`src/rtl/touch_key_press_repeat_defines.svh`:
```
// Assertion helpers for the RTL, used by touch_key_press_repeat.sv.
`ifndef TOUCH_KEY_PRESS_REPEAT_DEFINES_SVH
`define TOUCH_KEY_PRESS_REPEAT_DEFINES_SVH

// Same-cycle implication, checked outside reset.
`define TKPR_ASSERT_NOW(label, clk, rstn, ante, cons, msg) \
    label: assert property (@(posedge clk) disable iff (!(rstn)) (ante) |-> (cons)) \
        else $error(msg);

// Next-cycle implication, checked outside reset.
`define TKPR_ASSERT_NEXT(label, clk, rstn, ante, cons, msg) \
    label: assert property (@(posedge clk) disable iff (!(rstn)) (ante) |=> (cons)) \
        else $error(msg);

`endif

```
`src/rtl/tkpr_pkg.sv`:
```
package tkpr_pkg;

    localparam int NUM_KEYS    = 4;
    localparam int KEY_W       = $clog2(NUM_KEYS);
    localparam int COUNT_W     = 13;
    localparam int CALIB_SHIFT = 2;
    localparam int SUM_W       = COUNT_W + CALIB_SHIFT;
    localparam int SEEN_W      = (CALIB_SHIFT > 0) ? CALIB_SHIFT : 1;
    localparam int MS_W        = 16;
    localparam int CFG_ADDR_W  = 2;
    localparam int CFG_DATA_W  = 16;

    localparam logic [COUNT_W-1:0] COUNT_LIMIT = COUNT_W'(4096);
    // seen counter value at which the last sample of a calibration block arrives
    localparam logic [SEEN_W-1:0]  SEEN_LAST   = SEEN_W'((1 << CALIB_SHIFT) - 1);

    localparam logic [COUNT_W-1:0] THRESHOLD_RST = COUNT_W'(50);
    localparam logic [NUM_KEYS-1:0] MASK_RST     = NUM_KEYS'(3);
    localparam logic [MS_W-1:0]    FIRST_RST     = MS_W'(600);
    localparam logic [MS_W-1:0]    NEXT_RST      = MS_W'(200);

    typedef enum logic [CFG_ADDR_W-1:0] {
        REG_TOUCH_THRESHOLD = 2'd0,
        REG_REPEAT_MASK     = 2'd1,
        REG_FIRST_REPEAT_MS = 2'd2,
        REG_NEXT_REPEAT_MS  = 2'd3
    } cfg_idx_t;

    typedef enum logic {
        REQ_CALIB   = 1'b0,
        REQ_MEASURE = 1'b1
    } req_t;

    typedef struct packed {
        logic [COUNT_W-1:0]  touch_threshold;
        logic [NUM_KEYS-1:0] repeat_mask;
        logic [MS_W-1:0]     first_repeat_ms;
        logic [MS_W-1:0]     next_repeat_ms;
    } cfg_t;

endpackage

```
`src/rtl/tkpr_cfg_regs.sv`:
```
module tkpr_cfg_regs (
    input  logic                            aclk,
    input  logic                            aresetn,
    input  logic                            cfg_valid,
    output logic                            cfg_ready,
    input  logic [tkpr_pkg::CFG_ADDR_W-1:0] cfg_addr,
    input  logic [tkpr_pkg::CFG_DATA_W-1:0] cfg_wdata,
    output tkpr_pkg::cfg_t                  cfg
);

    tkpr_pkg::cfg_t cfg_reg;

    assign cfg_ready = 1'b1;
    assign cfg       = cfg_reg;

    always_ff @(posedge aclk) begin
        if (!aresetn) begin
            cfg_reg.touch_threshold <= tkpr_pkg::THRESHOLD_RST;
            cfg_reg.repeat_mask     <= tkpr_pkg::MASK_RST;
            cfg_reg.first_repeat_ms <= tkpr_pkg::FIRST_RST;
            cfg_reg.next_repeat_ms  <= tkpr_pkg::NEXT_RST;
        end else if (cfg_valid) begin
            case (tkpr_pkg::cfg_idx_t'(cfg_addr))
                tkpr_pkg::REG_TOUCH_THRESHOLD: begin
                    cfg_reg.touch_threshold <= cfg_wdata[tkpr_pkg::COUNT_W-1:0];
                end
                tkpr_pkg::REG_REPEAT_MASK: begin
                    cfg_reg.repeat_mask <= cfg_wdata[tkpr_pkg::NUM_KEYS-1:0];
                end
                tkpr_pkg::REG_FIRST_REPEAT_MS: begin
                    cfg_reg.first_repeat_ms <= cfg_wdata[tkpr_pkg::MS_W-1:0];
                end
                tkpr_pkg::REG_NEXT_REPEAT_MS: begin
                    cfg_reg.next_repeat_ms <= cfg_wdata[tkpr_pkg::MS_W-1:0];
                end
                default: begin
                end
            endcase
        end
    end

endmodule

```
`src/rtl/touch_key_press_repeat.sv`:
```
// Four-key capacitive touch front end. Each beat on the s_ channel carries one
// charge-transfer count for one key and a millisecond timestamp, and gives
// exactly one beat on the m_ channel. Calibration beats (req_type 0) average
// four counts into the key's baseline; measurement beats (req_type 1) flag a
// touch when the count falls more than touch_threshold below the baseline,
// report a press on the rising edge, and for keys enabled in repeat_mask give
// repeat events after first_repeat_ms and then every next_repeat_ms. A beat
// passes from s_ to m_ through the input register, then the result register; a
// new beat is taken every cycle, and s_ready drops only while both stages
// hold beats and m_ready is low. Configuration writes are taken every cycle
// and must only be issued while no beat is in flight.
`include "touch_key_press_repeat_defines.svh"

module touch_key_press_repeat (
    input  logic                            aclk,
    input  logic                            aresetn,

    input  logic                            s_valid,
    output logic                            s_ready,
    input  logic                            s_req_type,
    input  logic [1:0]                      s_key_index,
    input  logic [12:0]                     s_sample_count,
    input  logic [15:0]                     s_now_ms,

    output logic                            m_valid,
    input  logic                            m_ready,
    output logic [1:0]                      m_out_key,
    output logic                            m_press_event,
    output logic                            m_repeat_event,
    output logic                            m_key_down,

    input  logic                            cfg_valid,
    output logic                            cfg_ready,
    input  logic [tkpr_pkg::CFG_ADDR_W-1:0] cfg_addr,
    input  logic [tkpr_pkg::CFG_DATA_W-1:0] cfg_wdata
);

    tkpr_pkg::cfg_t cfg;

    tkpr_cfg_regs u_cfg (
        .aclk      (aclk),
        .aresetn   (aresetn),
        .cfg_valid (cfg_valid),
        .cfg_ready (cfg_ready),
        .cfg_addr  (cfg_addr),
        .cfg_wdata (cfg_wdata),
        .cfg       (cfg)
    );

    // input stage
    logic                              in_valid_reg;
    logic                              in_type_reg;
    logic [tkpr_pkg::KEY_W-1:0]        in_key_reg;
    logic [tkpr_pkg::COUNT_W-1:0]      in_count_reg;
    logic [tkpr_pkg::MS_W-1:0]         in_now_reg;

    // result stage
    logic                              m_valid_reg;
    logic [tkpr_pkg::KEY_W-1:0]        m_key_reg;
    logic                              m_press_reg;
    logic                              m_repeat_reg;
    logic                              m_down_reg;

    // per-key state
    logic [tkpr_pkg::COUNT_W-1:0] baseline_reg   [tkpr_pkg::NUM_KEYS];
    logic [tkpr_pkg::SUM_W-1:0]   calib_sum_reg  [tkpr_pkg::NUM_KEYS];
    logic [tkpr_pkg::SEEN_W-1:0]  calib_seen_reg [tkpr_pkg::NUM_KEYS];
    logic [tkpr_pkg::NUM_KEYS-1:0] held_reg;
    logic [tkpr_pkg::MS_W-1:0]    rep_start_reg  [tkpr_pkg::NUM_KEYS];
    logic [tkpr_pkg::NUM_KEYS-1:0] fast_reg;

    logic                         advance;

    logic [tkpr_pkg::COUNT_W-1:0] baseline_next;
    logic [tkpr_pkg::SUM_W-1:0]   calib_sum_next;
    logic [tkpr_pkg::SEEN_W-1:0]  calib_seen_next;
    logic                         held_next;
    logic [tkpr_pkg::MS_W-1:0]    rep_start_next;
    logic                         fast_next;
    logic                         press_next;
    logic                         repeat_next;
    logic                         down_next;

    logic [tkpr_pkg::COUNT_W-1:0] cnt_sat;
    logic [tkpr_pkg::SUM_W-1:0]   calib_total;
    logic [tkpr_pkg::COUNT_W-1:0] drop;
    logic                         touched;
    logic                         may_rep;
    logic [tkpr_pkg::MS_W-1:0]    delay;
    logic [tkpr_pkg::MS_W-1:0]    elapsed;

    assign advance = in_valid_reg && (!m_valid_reg || m_ready);
    assign s_ready = !in_valid_reg || advance;

    assign m_valid        = m_valid_reg;
    assign m_out_key      = m_key_reg;
    assign m_press_event  = m_press_reg;
    assign m_repeat_event = m_repeat_reg;
    assign m_key_down     = m_down_reg;

    always_comb begin
        cnt_sat = (in_count_reg > tkpr_pkg::COUNT_LIMIT) ? tkpr_pkg::COUNT_LIMIT
                                                          : in_count_reg;
        calib_total = calib_sum_reg[in_key_reg] + tkpr_pkg::SUM_W'(cnt_sat);
        drop        = baseline_reg[in_key_reg] - cnt_sat;
        touched     = (baseline_reg[in_key_reg] > cnt_sat) &&
                      (drop > cfg.touch_threshold);
        may_rep     = cfg.repeat_mask[in_key_reg];

        baseline_next   = baseline_reg[in_key_reg];
        calib_sum_next  = calib_sum_reg[in_key_reg];
        calib_seen_next = calib_seen_reg[in_key_reg];
        held_next       = held_reg[in_key_reg];
        rep_start_next  = rep_start_reg[in_key_reg];
        fast_next       = fast_reg[in_key_reg];
        press_next      = 1'b0;
        repeat_next     = 1'b0;
        delay           = cfg.first_repeat_ms;
        elapsed         = '0;

        if (tkpr_pkg::req_t'(in_type_reg) == tkpr_pkg::REQ_CALIB) begin
            if (calib_seen_reg[in_key_reg] == tkpr_pkg::SEEN_LAST) begin
                baseline_next   = tkpr_pkg::COUNT_W'(calib_total >> tkpr_pkg::CALIB_SHIFT);
                calib_sum_next  = '0;
                calib_seen_next = '0;
            end else begin
                calib_sum_next  = calib_total;
                calib_seen_next = calib_seen_reg[in_key_reg] + 1'b1;
            end
        end else begin
            if (touched && !held_reg[in_key_reg]) begin
                held_next  = 1'b1;
                press_next = 1'b1;
                if (may_rep) begin
                    fast_next      = 1'b0;
                    rep_start_next = in_now_reg;
                end
            end else if (!touched && held_reg[in_key_reg]) begin
                held_next = 1'b0;
            end
            // timer values seen here already include a restart on this press
            delay   = fast_next ? cfg.next_repeat_ms : cfg.first_repeat_ms;
            elapsed = in_now_reg - rep_start_next;
            if (may_rep && held_next && (elapsed >= delay)) begin
                rep_start_next = in_now_reg;
                fast_next      = 1'b1;
                repeat_next    = 1'b1;
            end
        end
        down_next = held_next;
    end

    always_ff @(posedge aclk) begin
        if (!aresetn) begin
            in_valid_reg <= 1'b0;
            m_valid_reg  <= 1'b0;
            held_reg     <= '0;
            fast_reg     <= '0;
            for (int i = 0; i < tkpr_pkg::NUM_KEYS; i++) begin
                baseline_reg[i]   <= '0;
                calib_sum_reg[i]  <= '0;
                calib_seen_reg[i] <= '0;
                rep_start_reg[i]  <= '0;
            end
        end else begin
            if (s_valid && s_ready) begin
                in_valid_reg <= 1'b1;
            end else if (advance) begin
                in_valid_reg <= 1'b0;
            end

            if (advance) begin
                m_valid_reg <= 1'b1;
            end else if (m_ready) begin
                m_valid_reg <= 1'b0;
            end

            if (advance) begin
                baseline_reg[in_key_reg]   <= baseline_next;
                calib_sum_reg[in_key_reg]  <= calib_sum_next;
                calib_seen_reg[in_key_reg] <= calib_seen_next;
                held_reg[in_key_reg]       <= held_next;
                rep_start_reg[in_key_reg]  <= rep_start_next;
                fast_reg[in_key_reg]       <= fast_next;
            end
        end
    end

    // payload registers, no reset
    always_ff @(posedge aclk) begin
        if (s_valid && s_ready) begin
            in_type_reg  <= s_req_type;
            in_key_reg   <= s_key_index;
            in_count_reg <= s_sample_count;
            in_now_reg   <= s_now_ms;
        end
        if (advance) begin
            m_key_reg    <= in_key_reg;
            m_press_reg  <= press_next;
            m_repeat_reg <= repeat_next;
            m_down_reg   <= down_next;
        end
    end

    `TKPR_ASSERT_NOW(a_press_down, aclk, aresetn, m_valid_reg && m_press_reg,
                     m_down_reg, "press event without key down")
    `TKPR_ASSERT_NOW(a_repeat_down, aclk, aresetn, m_valid_reg && m_repeat_reg,
                     m_down_reg, "repeat event without key down")
    `TKPR_ASSERT_NEXT(a_result_loaded, aclk, aresetn, advance, m_valid_reg,
                      "evaluated beat did not reach the result register")
    `TKPR_ASSERT_NOW(a_empty_ready, aclk, aresetn, !in_valid_reg, s_ready,
                     "empty input stage not ready")
    `TKPR_ASSERT_NEXT(a_press_sets_held, aclk, aresetn, advance && press_next,
                      held_reg[$past(in_key_reg)], "press did not set held state")

endmodule

```
`config.mk`:
```
export PLATFORM = sky130hd
export DESIGN_NAME = touch_key_press_repeat
export DESIGN_NICKNAME = d
export VERILOG_FILES = /design/src/rtl/tkpr_pkg.sv /design/src/rtl/tkpr_cfg_regs.sv /design/src/rtl/touch_key_press_repeat.sv
export VERILOG_INCLUDE_DIRS = /design/src /design/src/rtl
export SDC_FILE = /design/constraint.sdc
export NUM_CORES = 1
export LEC_CHECK = 0
export BUFFER_PORTS_ARGS = -buffer_cell sky130_fd_sc_hd__buf_2
export CELL_PAD_IN_SITES_DETAIL_PLACEMENT = 2
export CELL_PAD_IN_SITES_GLOBAL_PLACEMENT = 2
export CORE_MARGIN = 10
export CORE_UTILIZATION = 43
export CTS_BUF_LIST = sky130_fd_sc_hd__clkbuf_8
export CTS_CLUSTER_SIZE = 8
export DETAILED_ROUTE_END_ITERATION = 12
export PLACE_DENSITY_LB_ADDON = 0.15
export SLEW_MARGIN = 10
export SYNTH_ARGS = -nofsm -noshare
export SYNTH_HDL_FRONTEND = slang
export SYNTH_SLANG_ARGS = --single-unit
```
`constraint.sdc`:
```
create_clock -name aclk -period 11.7 [get_ports aclk]
set_clock_uncertainty 0.2 [all_clocks]
set_input_delay 2.34 -clock aclk [delete_from_list [all_inputs] [get_ports aclk]]
set_output_delay 2.34 -clock aclk [all_outputs]
set_load 0.01 [all_outputs]
```
==> flow_metrics.tcl, run 1 <==
set metrics [dict create \
    via_per_inst 5.95 \
    vias 11900 \
    largest_reg_flops 64 \
    grt_pass1_vias 13400 \
    syn_area_per_cell_um2 10.6 \
    antenna_found_initial 1 \
    cts-root-buf "clkbuf_8" \
    async_flop_share 0 \
    setup.worst_path.start_class "flop" \
    synth_warnings 0 \
    fin_hold_ws_ps 255 \
    routed.top_layer "met4" \
    drt_iter0_markers 730 \
    worst-path-stages 32 \
    post-route-min-period_ps 9810 \
    hp-class "flop to flop" \
    die_w_um 210 \
    start_util 0.436 \
    run_status "finished clean" \
    syn_nets 1586 \
    crit_top_cell "ha_1" \
    dp_hpwl_mm 34.1 \
    worst_pin_slew_ps 1070 \
    ios 63 \
    netlist_instances 1457 \
    num-nets-final 1625 \
    numCtsBuffers 51 \
    die_area_mm2 0.0439 \
    cts_resized 0 \
    cp.buffers_inverters 1 \
    crit_required_ps 11830 \
    place.gp.congestion 0.785 \
    grtUsageTotal 0.232 \
    grt_pass1_wl_mm 79.5 \
    ys_ff_latch 282 \
    finish.utilization 0.479 \
    met2_length_mm 26.7 \
    cts.path.max_buffers 3 \
    drt-pass1-iter-count 5 \
    crit_fanout 64 \
    finalSetupViolCount 0 \
    relSlewSlack 0.288 \
    final_cells 1995 \
    drc 0 \
    cts_setup_buffers 0 \
    grt_max_degree 65 \
    setup-tns-final_ps 0 \
    final_common_cell "edfxtp_1" \
    cts_hold_buf 0 \
    critPathKind "flop to flop" \
    coreArea_mm2 0.0355 \
    dp_cells 1904 \
    rrSetupSlack_ps 1890 \
    grt_overflow_total 0 \
    antenna_left 0 \
    drive_above_1_share 0.147 \
    dr_wl_met3_mm 2.18 \
    rows 69 \
    synth_area_mm2 0.0155 \
    fin_crit_sh 0.839 \
    critical-path-max-stage-delay_ps 1000 \
    diodes 0 \
    crit_family "compound AO/OA/AOI/OAI gates" \
    cts_tree "done" \
    max_freq_mhz 102 \
    cts.htree.levels 2 \
    cp-endpoint "rep_start_reg[0][7]" \
    ys_seq_area_frac 0.508 \
    cts_sinks 282 \
    ys_types 76 \
    rsz0062_at_grt "false" \
    clock_latency_ps 640 \
    wl_met1_mm 20.9 \
    ir_worst_vdd_mv 0.102 \
    hold_viol 0 \
    drt-total-wl_mm 51.4 \
    slew_viol_final 0 \
    r2r_cells 32 \
    dpl_cell_area_mm2 0.0161 \
    clkTransAtPathRegs_ps 60 \
    synth_edf_count 221 \
    leakagePower_nw 6.71 \
    wl_per_cell_um 25.8 \
    fillers 3683 \
    design_area_mm2 0.0170 \
    crit_path_end_kind "flop" \
    reg2reg_to "rep_start_reg[0][7]" \
    crit_slowest_cell "and4_1" \
    final_cell_mix "edfxtp_1 (221), nand2_1 (190), nor2_1 (148)" \
    p_per_area_mw_per_mm2 157 \
    port_buffers 61 \
    crit_arrival_ps 9950 \
    syn_to_final_growth_pct 10.0 \
    yosys_most_used_dff "edfxtp_1" \
    maxCapViolations 0 \
    die_h_um 210 \
]
per-stage QoR:
step	power, mW	worst slack [ps]
2_1_floorplan	1.62	3580
3_3_place_gp	1.78	2300
3_5_place_dp	1.82	1930
4_1_cts	2.70	1860
6_report	2.67	1890
5_1_grt	2.82	932
kinds of logic after synthesis:
kind of cell | share of synthesized area
DFF | 0.508
muxes | 0.0895
AOI/OAI and AO/OA | 0.126
xor gates and xnor gates | 0.0170
adders and majority gates | 0.0613
buffers and inverters | 0.0452
and+or+nand+nor | 0.152
other | 0.000243
per-layer routing:
layer | GRT usage | vias to the layer above
met3 | 0.0380 | 104
met5 | 0 | -
met2 | 0.419 | 266
met1 | 0.270 | 6060
li1 | - | 5449
met4 | 0.0843 | 0
layout make-up:
type                    instances  area [um^2]  share of cell area
well taps                     461          577              0.0339
flip-flops and latches        282         7860               0.462
repair buffers                 84          478              0.0281
clock inverters                35          141             0.00831
multi-input cells            1008         6920               0.407
inverters                      69          259              0.0152
clock buffers                  56          771              0.0453
where the power goes:
group          internal [mW]  switching, mW  total [mW]
Sequential              1.13         0.0333        1.17
Clock                  0.435          0.442       0.877
Combinational          0.237          0.395       0.632
Total                   1.80          0.870        2.67
worst min-delay path by stage:
stage,from,to,slack [ps],cells after the start
after global routing,u_cfg.cfg[8],u_cfg.cfg[8],280,2
final,u_cfg.cfg[29],u_cfg.cfg[29],260,2
after CTS,u_cfg.cfg[29],u_cfg.cfg[29],260,2
after global placement,u_cfg.cfg[0],u_cfg.cfg[0],240,2
after detailed placement,u_cfg.cfg[29],u_cfg.cfg[29],250,2
after floorplan,in_key_reg[0],m_out_key[0],230,0
Yosys cell counts (3+ instances only):
cell | instances | area, um^2
a211oi_1 | 7 | 52.6
mux2i_1 | 37 | 370
mux4_2 | 33 | 743
o21ai_0 | 52 | 260
nor3_1 | 9 | 45.0
dfxtp_1 | 61 | 1220
nand2b_1 | 17 | 106
o31ai_1 | 68 | 510
a21o_1 | 13 | 97.6
nand3_1 | 22 | 110
o211ai_1 | 6 | 45.0
nor4_1 | 6 | 37.5
inv_1 | 67 | 251
xnor2_1 | 21 | 184
o2111ai_1 | 3 | 26.3
o31a_1 | 3 | 26.3
a21oi_1 | 94 | 470
nand2_1 | 191 | 717
nand4_1 | 71 | 444
nor2_1 | 148 | 556
nor2b_1 | 10 | 62.6
edfxtp_1 | 221 | 6640
a31oi_1 | 4 | 25.0
ha_1 | 71 | 888
a21boi_0 | 3 | 22.5
a22o_1 | 7 | 61.3
fa_1 | 3 | 60.1
clkbuf_1 | 55 | 206
buf_1 | 11 | 41.3
o21a_1 | 7 | 52.6
o211a_1 | 4 | 40.0
nor3b_1 | 4 | 30.0
buf_2 | 27 | 135
xor2_1 | 9 | 78.8
mux2_2 | 23 | 259
and2_1 | 8 | 50.1
and3_1 | 4 | 25.0
or3_1 | 8 | 50.1
o21ai_1 | 5 | 25.0
worst reg2reg max path: cells and delay by family (launching register included):
kind | cells | cell delay, ps
compound gates | 15 | 3240
fa+ha+maj | 5 | 1610
simple gates | 8 | 2240
mux | 1 | 640
flops | 1 | 770
buf+inv | 1 | 590
xor+xnor | 2 | 230
Note: power is estimated with default switching activity, not from simulation.
==> run 2, diff against run 1 <==
Settings changed: CORE_UTILIZATION 43 to 39.
Clock period 11.7 ns to 8.02 ns, I/O delays scaled along.
==> flow_metrics.tcl, run 2 (synthesized netlist as in run 1, its figures left out) <==
set metrics [dict create \
    critical-path-max-stage-delay_ps 530 \
    via_per_inst 5.74 \
    run_status "finished clean" \
    finalSetupViolCount 0 \
    post-route-min-period_ps 8020 \
    grt_overflow_total 0 \
    drt-pass1-iter-count 5 \
    crit_slowest_cell "a311o_2" \
    max_freq_mhz 125 \
    drive_above_1_share 0.242 \
    drt_iter0_markers 780 \
    die_w_um 219 \
    grt_pass1_wl_mm 80.5 \
    final_cell_mix "edfxtp_1 (221), nand2_1 (187), nor2_1 (144)" \
    crit_arrival_ps 8160 \
    crit_required_ps 8160 \
    worst_pin_slew_ps 1110 \
    leakagePower_nw 7.35 \
    antenna_left 0 \
    drt-total-wl_mm 54.6 \
    cts.path.max_buffers 3 \
    p_per_area_mw_per_mm2 228 \
    hp-class "flop to flop" \
    critPathKind "flop to flop" \
    finish.utilization 0.474 \
    fin_hold_ws_ps 254 \
    rows 72 \
    total_power_mw 4.21 \
    cts_tree "done" \
    fin_crit_sh 0.999 \
    setup-tns-final_ps 0 \
    final_common_cell "edfxtp_1" \
    port_buffers 61 \
    cts_hold_buf 0 \
    numCtsBuffers 51 \
    diodes 0 \
    cts-root-buf "clkbuf_8" \
    cts.htree.levels 2 \
    place.gp.congestion 0.798 \
    hold_viol 0 \
    crit_path_end_kind "flop" \
    relSlewSlack 0.260 \
    fillers 4031 \
    cts_sinks 282 \
    vias 12300 \
    grtUsageTotal 0.217 \
    design_area_mm2 0.0185 \
    die_h_um 219 \
    setup.worst_path.start_class "flop" \
    maxCapViolations 0 \
    dpl_cell_area_mm2 0.0167 \
    antenna_found_initial 0 \
    coreArea_mm2 0.0389 \
    num-nets-final 1717 \
    drc 0 \
    ios 63 \
    largest_reg_flops 64 \
    start_util 0.397 \
    clkTransAtPathRegs_ps 60 \
    die_area_mm2 0.0480 \
    dp_hpwl_mm 34.5 \
    rsz0062_at_grt "true" \
    crit_fanout 8 \
    slew_viol_final 0 \
    grt_max_degree 65 \
    grt_pass1_vias 13500 \
    wl_per_cell_um 25.5 \
    syn_to_final_growth_pct 19.3 \
    ir_worst_vdd_mv 0.155 \
    clock_latency_ps 650 \
]
## run 2: cell count changes in the layout (fill, tap and decap cells not counted), moves of 11 or more
cell / delta
buf_4: +69
a21oi_1: -18
a21oi_2: +16
o31ai_1: -15
o31ai_2: +15
o21ai_0: -11
## run 2: layer usage
metal	global-route usage	up-vias	wire [um]
met5	0	-	0
met4	0.0811	0	1780
met3	0.0327	104	2130
met2	0.379	259	27700
met1	0.265	6307	22900
li1	-	5629	-
## run 2: worst paths after layout
check / depth (start not counted) / slack, ps / startpoint / to
setup / recovery: 37 / 5 / flop / rep_start_reg[1][4]
hold reg to reg: 2 / 250 / u_cfg.cfg[26] / u_cfg.cfg[26]
hold / removal: 2 / 250 / u_cfg.cfg[26] / u_cfg.cfg[26]
setup reg to reg: 37 / 5 / flop / rep_start_reg[1][4]
## run 2: repair_timing
action                                  in CTS  in global routing
resized for setup                           25                 90
gates cloned                                 1                  7
setup buffers                                3                 24
pin swaps                                    6                 49
endpoints found under the setup margin      68                 69
## run 2: worst max-delay path, delay by kind of cell, from the launching register on
kind | cells | cell delay [ps]
buffers and inverters | 7 | 1000
AOI/OAI and AO/OA | 14 | 2830
DFF | 1 | 400
adders and majority gates | 4 | 1050
xor gates and xnor gates | 2 | 220
and+or+nand+nor | 9 | 1490
muxes | 1 | 520
## run 2: final cells by class
| cell class | instances | area (um^2) | area share |
|---|---|---|---|
| Multi-Input combinational cell | 1008 | 7340 | 0.398 |
| Sequential cell | 282 | 7860 | 0.426 |
| Timing Repair Buffer | 176 | 1410 | 0.0764 |
| Tap cell | 518 | 648 | 0.0351 |
| Clock buffer | 52 | 716 | 0.0388 |
| Clock inverter | 36 | 211 | 0.0115 |
| Inverter | 69 | 259 | 0.0140 |
## run 2: stage by stage
| stage | std cells | setup slack [ps] |
|---|---|---|
| 2_1_floorplan | 1457 | 67.2 |
| 3_3_place_gp | 2018 | -170 |
| 3_5_place_dp | 2018 | -269 |
| 4_1_cts | 2110 | 27.8 |
| 5_1_grt | 2141 | -379 |
| 6_report | 2141 | 4.80 |
## run 2: report_power, final
group          leakage (nW)  switching, mW  total (mW)  internal [mW]
logic                  4.02          0.695        1.23          0.536
clock network         0.561          0.631        1.29          0.663
registers              2.77         0.0376        1.69           1.65
total                  7.35           1.36        4.21           2.85
==> run 3, diff against run 2 <==
Settings changed: ABC_AREA set to 1, CORE_UTILIZATION 39 to 36.
==> flow_metrics.tcl, run 3 <==
set metrics [dict create \
    run_status "finished clean" \
    synth_warnings 0 \
    port_buffers 61 \
    die_w_um 228 \
    crit_required_ps 8160 \
    hp-class "flop to flop" \
    clock_latency_ps 640 \
    total_power_mw 4.65 \
    finalSetupViolCount 0 \
    crit_top_cell "nand2_1" \
    crit_path_end_kind "flop" \
    antenna_found_initial 1 \
    rows 76 \
    r2r_cells 44 \
    leakagePower_nw 7.68 \
    slew_viol_final 0 \
    ys_ff_latch 282 \
    ys_types 48 \
    cts.path.max_buffers 3 \
    hold_depth 2 \
    syn_area_per_cell_um2 8.57 \
    clkTransAtPathRegs_ps 60 \
    final_cells 2518 \
    dp_cells 2411 \
    syn_nets 1943 \
    fin_crit_sh 0.947 \
    async_flop_share 0 \
    drt-total-wl_mm 55.3 \
    yosysMostFrequentCell "nand2_1" \
    numCtsBuffers 53 \
    cts-root-buf "clkbuf_8" \
    wl_per_cell_um 21.9 \
    cts_tree "done" \
    dp_hpwl_mm 37.2 \
    grt.busiest_layer "met2" \
    worst_pin_slew_ps 1130 \
    setup-tns-final_ps 0 \
    diodes 0 \
    relSlewSlack 0.247 \
    p_clk_frac 0.298 \
    synth_area_leaders "edfxtp_1 (43%), nand2_1 (8.9%), dfxtp_1 (7.9%), nor2_1 (6.8%), ha_1 (5.7%)" \
    vias 13100 \
    grt_overflow_total 0 \
    grt_use_met3 0.0240 \
    post-route-min-period_ps 7590 \
    drt-pass1-iter-count 4 \
    die_h_um 228 \
    swShare 0.371 \
    cts.htree.levels 2 \
    synth_area_mm2 0.0155 \
    yosys_most_used_dff "edfxtp_1" \
    power.net_switching_mw 1.73 \
    p_per_area_mw_per_mm2 260 \
    die_area_mm2 0.0519 \
    via_per_inst 5.21 \
    worstHoldEndpoint "u_cfg.cfg[35]" \
    coreArea_mm2 0.0429 \
    drt_iter0_markers 692 \
    num-nets-final 2021 \
    met2_usage 0.379 \
    p_comb_frac 0.340 \
    place.gp.congestion 0.872 \
    crit_arrival_ps 7730 \
    start_util 0.363 \
    synth_top_cell_area_share 0.427 \
    cts_sinks 282 \
    rrSetupSlack_ps 430 \
    critical-path-max-stage-delay_ps 450 \
    synth_edf_count 221 \
    drc 0 \
    crit_slowest_cell "ha_1" \
    hold_viol 0 \
    gr-usage-met1 0.248 \
    maxCapViolations 0 \
    grt_pass1_vias 14500 \
    final_cell_mix "nand2_1 (358), nor2_1 (276), edfxtp_1 (221)" \
    grt_max_degree 59 \
    setup.worst_path.start_class "flop" \
    ys_seq_area_frac 0.505 \
    fin_hold_ws_ps 252 \
    final_common_cell "nand2_1" \
    ios 63 \
    syn_to_final_growth_pct 15.2 \
    grt_pass1_wl_mm 85.0 \
    crit_fanout 26 \
    reg2reg_to "rep_start_reg[0][5]" \
    yosysTopAreaCell "edfxtp_1" \
    max_freq_mhz 132 \
    drive_above_1_share 0.156 \
    critPathKind "flop to flop" \
    antenna_left 0 \
    hp-start "u_cfg.cfg[35]" \
    finish.utilization 0.418 \
    synthTopCellsByCount "nand2_1 (368), nor2_1 (281), edfxtp_1 (221)" \
    power.internal_mw 2.92 \
    grtUsageTotal 0.208 \
    largest_reg_flops 64 \
    pwr-share-seq 0.362 \
    netlist_instances 1814 \
    ir_worst_vdd_mv 0.147 \
]
[run 3: worst max-delay path by stage]
stage | end | slack, ps | depth (start not counted)
6_report | rep_start_reg[0][5] | 430 | 44
5_1_grt | rep_start_reg[1][6] | -70 | 43
4_1_cts | rep_start_reg[1][6] | 30 | 47
3_5_place_dp | rep_start_reg[0][5] | -650 | 43
3_3_place_gp | rep_start_reg[0][0] | -380 | 43
2_1_floorplan | rep_start_reg[2][13] | 750 | 48
[run 3: timing repair]
item,in CTS,in global routing
endpoints found under the setup margin,69,69
pin swaps,3,7
setup buffers,5,5
resized for setup,14,64
hold buffers,0,0
gates cloned,0,1
[run 3: cells by family after synthesis]
| group | after synthesis | synth area share |
|---|---|---|
| other | 1 | 0.000241 |
| buffers and inverters | 275 | 0.0702 |
| AND/OR/NAND/NOR | 860 | 0.241 |
| flip-flops | 282 | 0.505 |
| adder cells (fa/ha/maj) | 74 | 0.0610 |
| XOR/XNOR | 32 | 0.0180 |
| AO/OA/AOI/OAI | 290 | 0.104 |
[run 3: metrics by stage]
stage,worst slack [ps],cell area [um^2]
2_1_floorplan,749,15500
6_report,429,17900
3_5_place_dp,-654,16500
3_3_place_gp,-376,16500
4_1_cts,29.5,17600
5_1_grt,-66.0,17900
[run 3: power by group through the flow]
stage	registers [mW]	logic (mW)	clock network, mW
floorplan	1.70	0.984	0
CTS	1.68	1.49	1.42
global placement	1.71	1.39	0
finish	1.68	1.58	1.38
detailed placement	1.71	1.45	0
global route	1.69	1.77	1.48
[run 3: worst max-delay path, delay by kind of cell, from the launching register on]
family / cells / cell delay, ps
compound gates: 7 / 1090
xor+xnor: 2 / 390
fa+ha+maj: 4 / 1410
buf+inv: 7 / 1020
flops: 1 / 350
simple gates: 24 / 2810
[run 3: layout make-up]
class                      count  area [um^2]
clock buffer                  54          743
clock inverter                42          262
fill                        4841        25000
inverter                     190          717
multi-input combinational   1258         6910
sequential                   282         7860
tap                          585          732
timing repair buffer         107          697
[run 3: layer usage]
metal,up-vias,wire length (um)
li1,6219,-
met1,6613,23300
met2,213,28800
met3,79,1760
met4,0,1430
met5,-,0
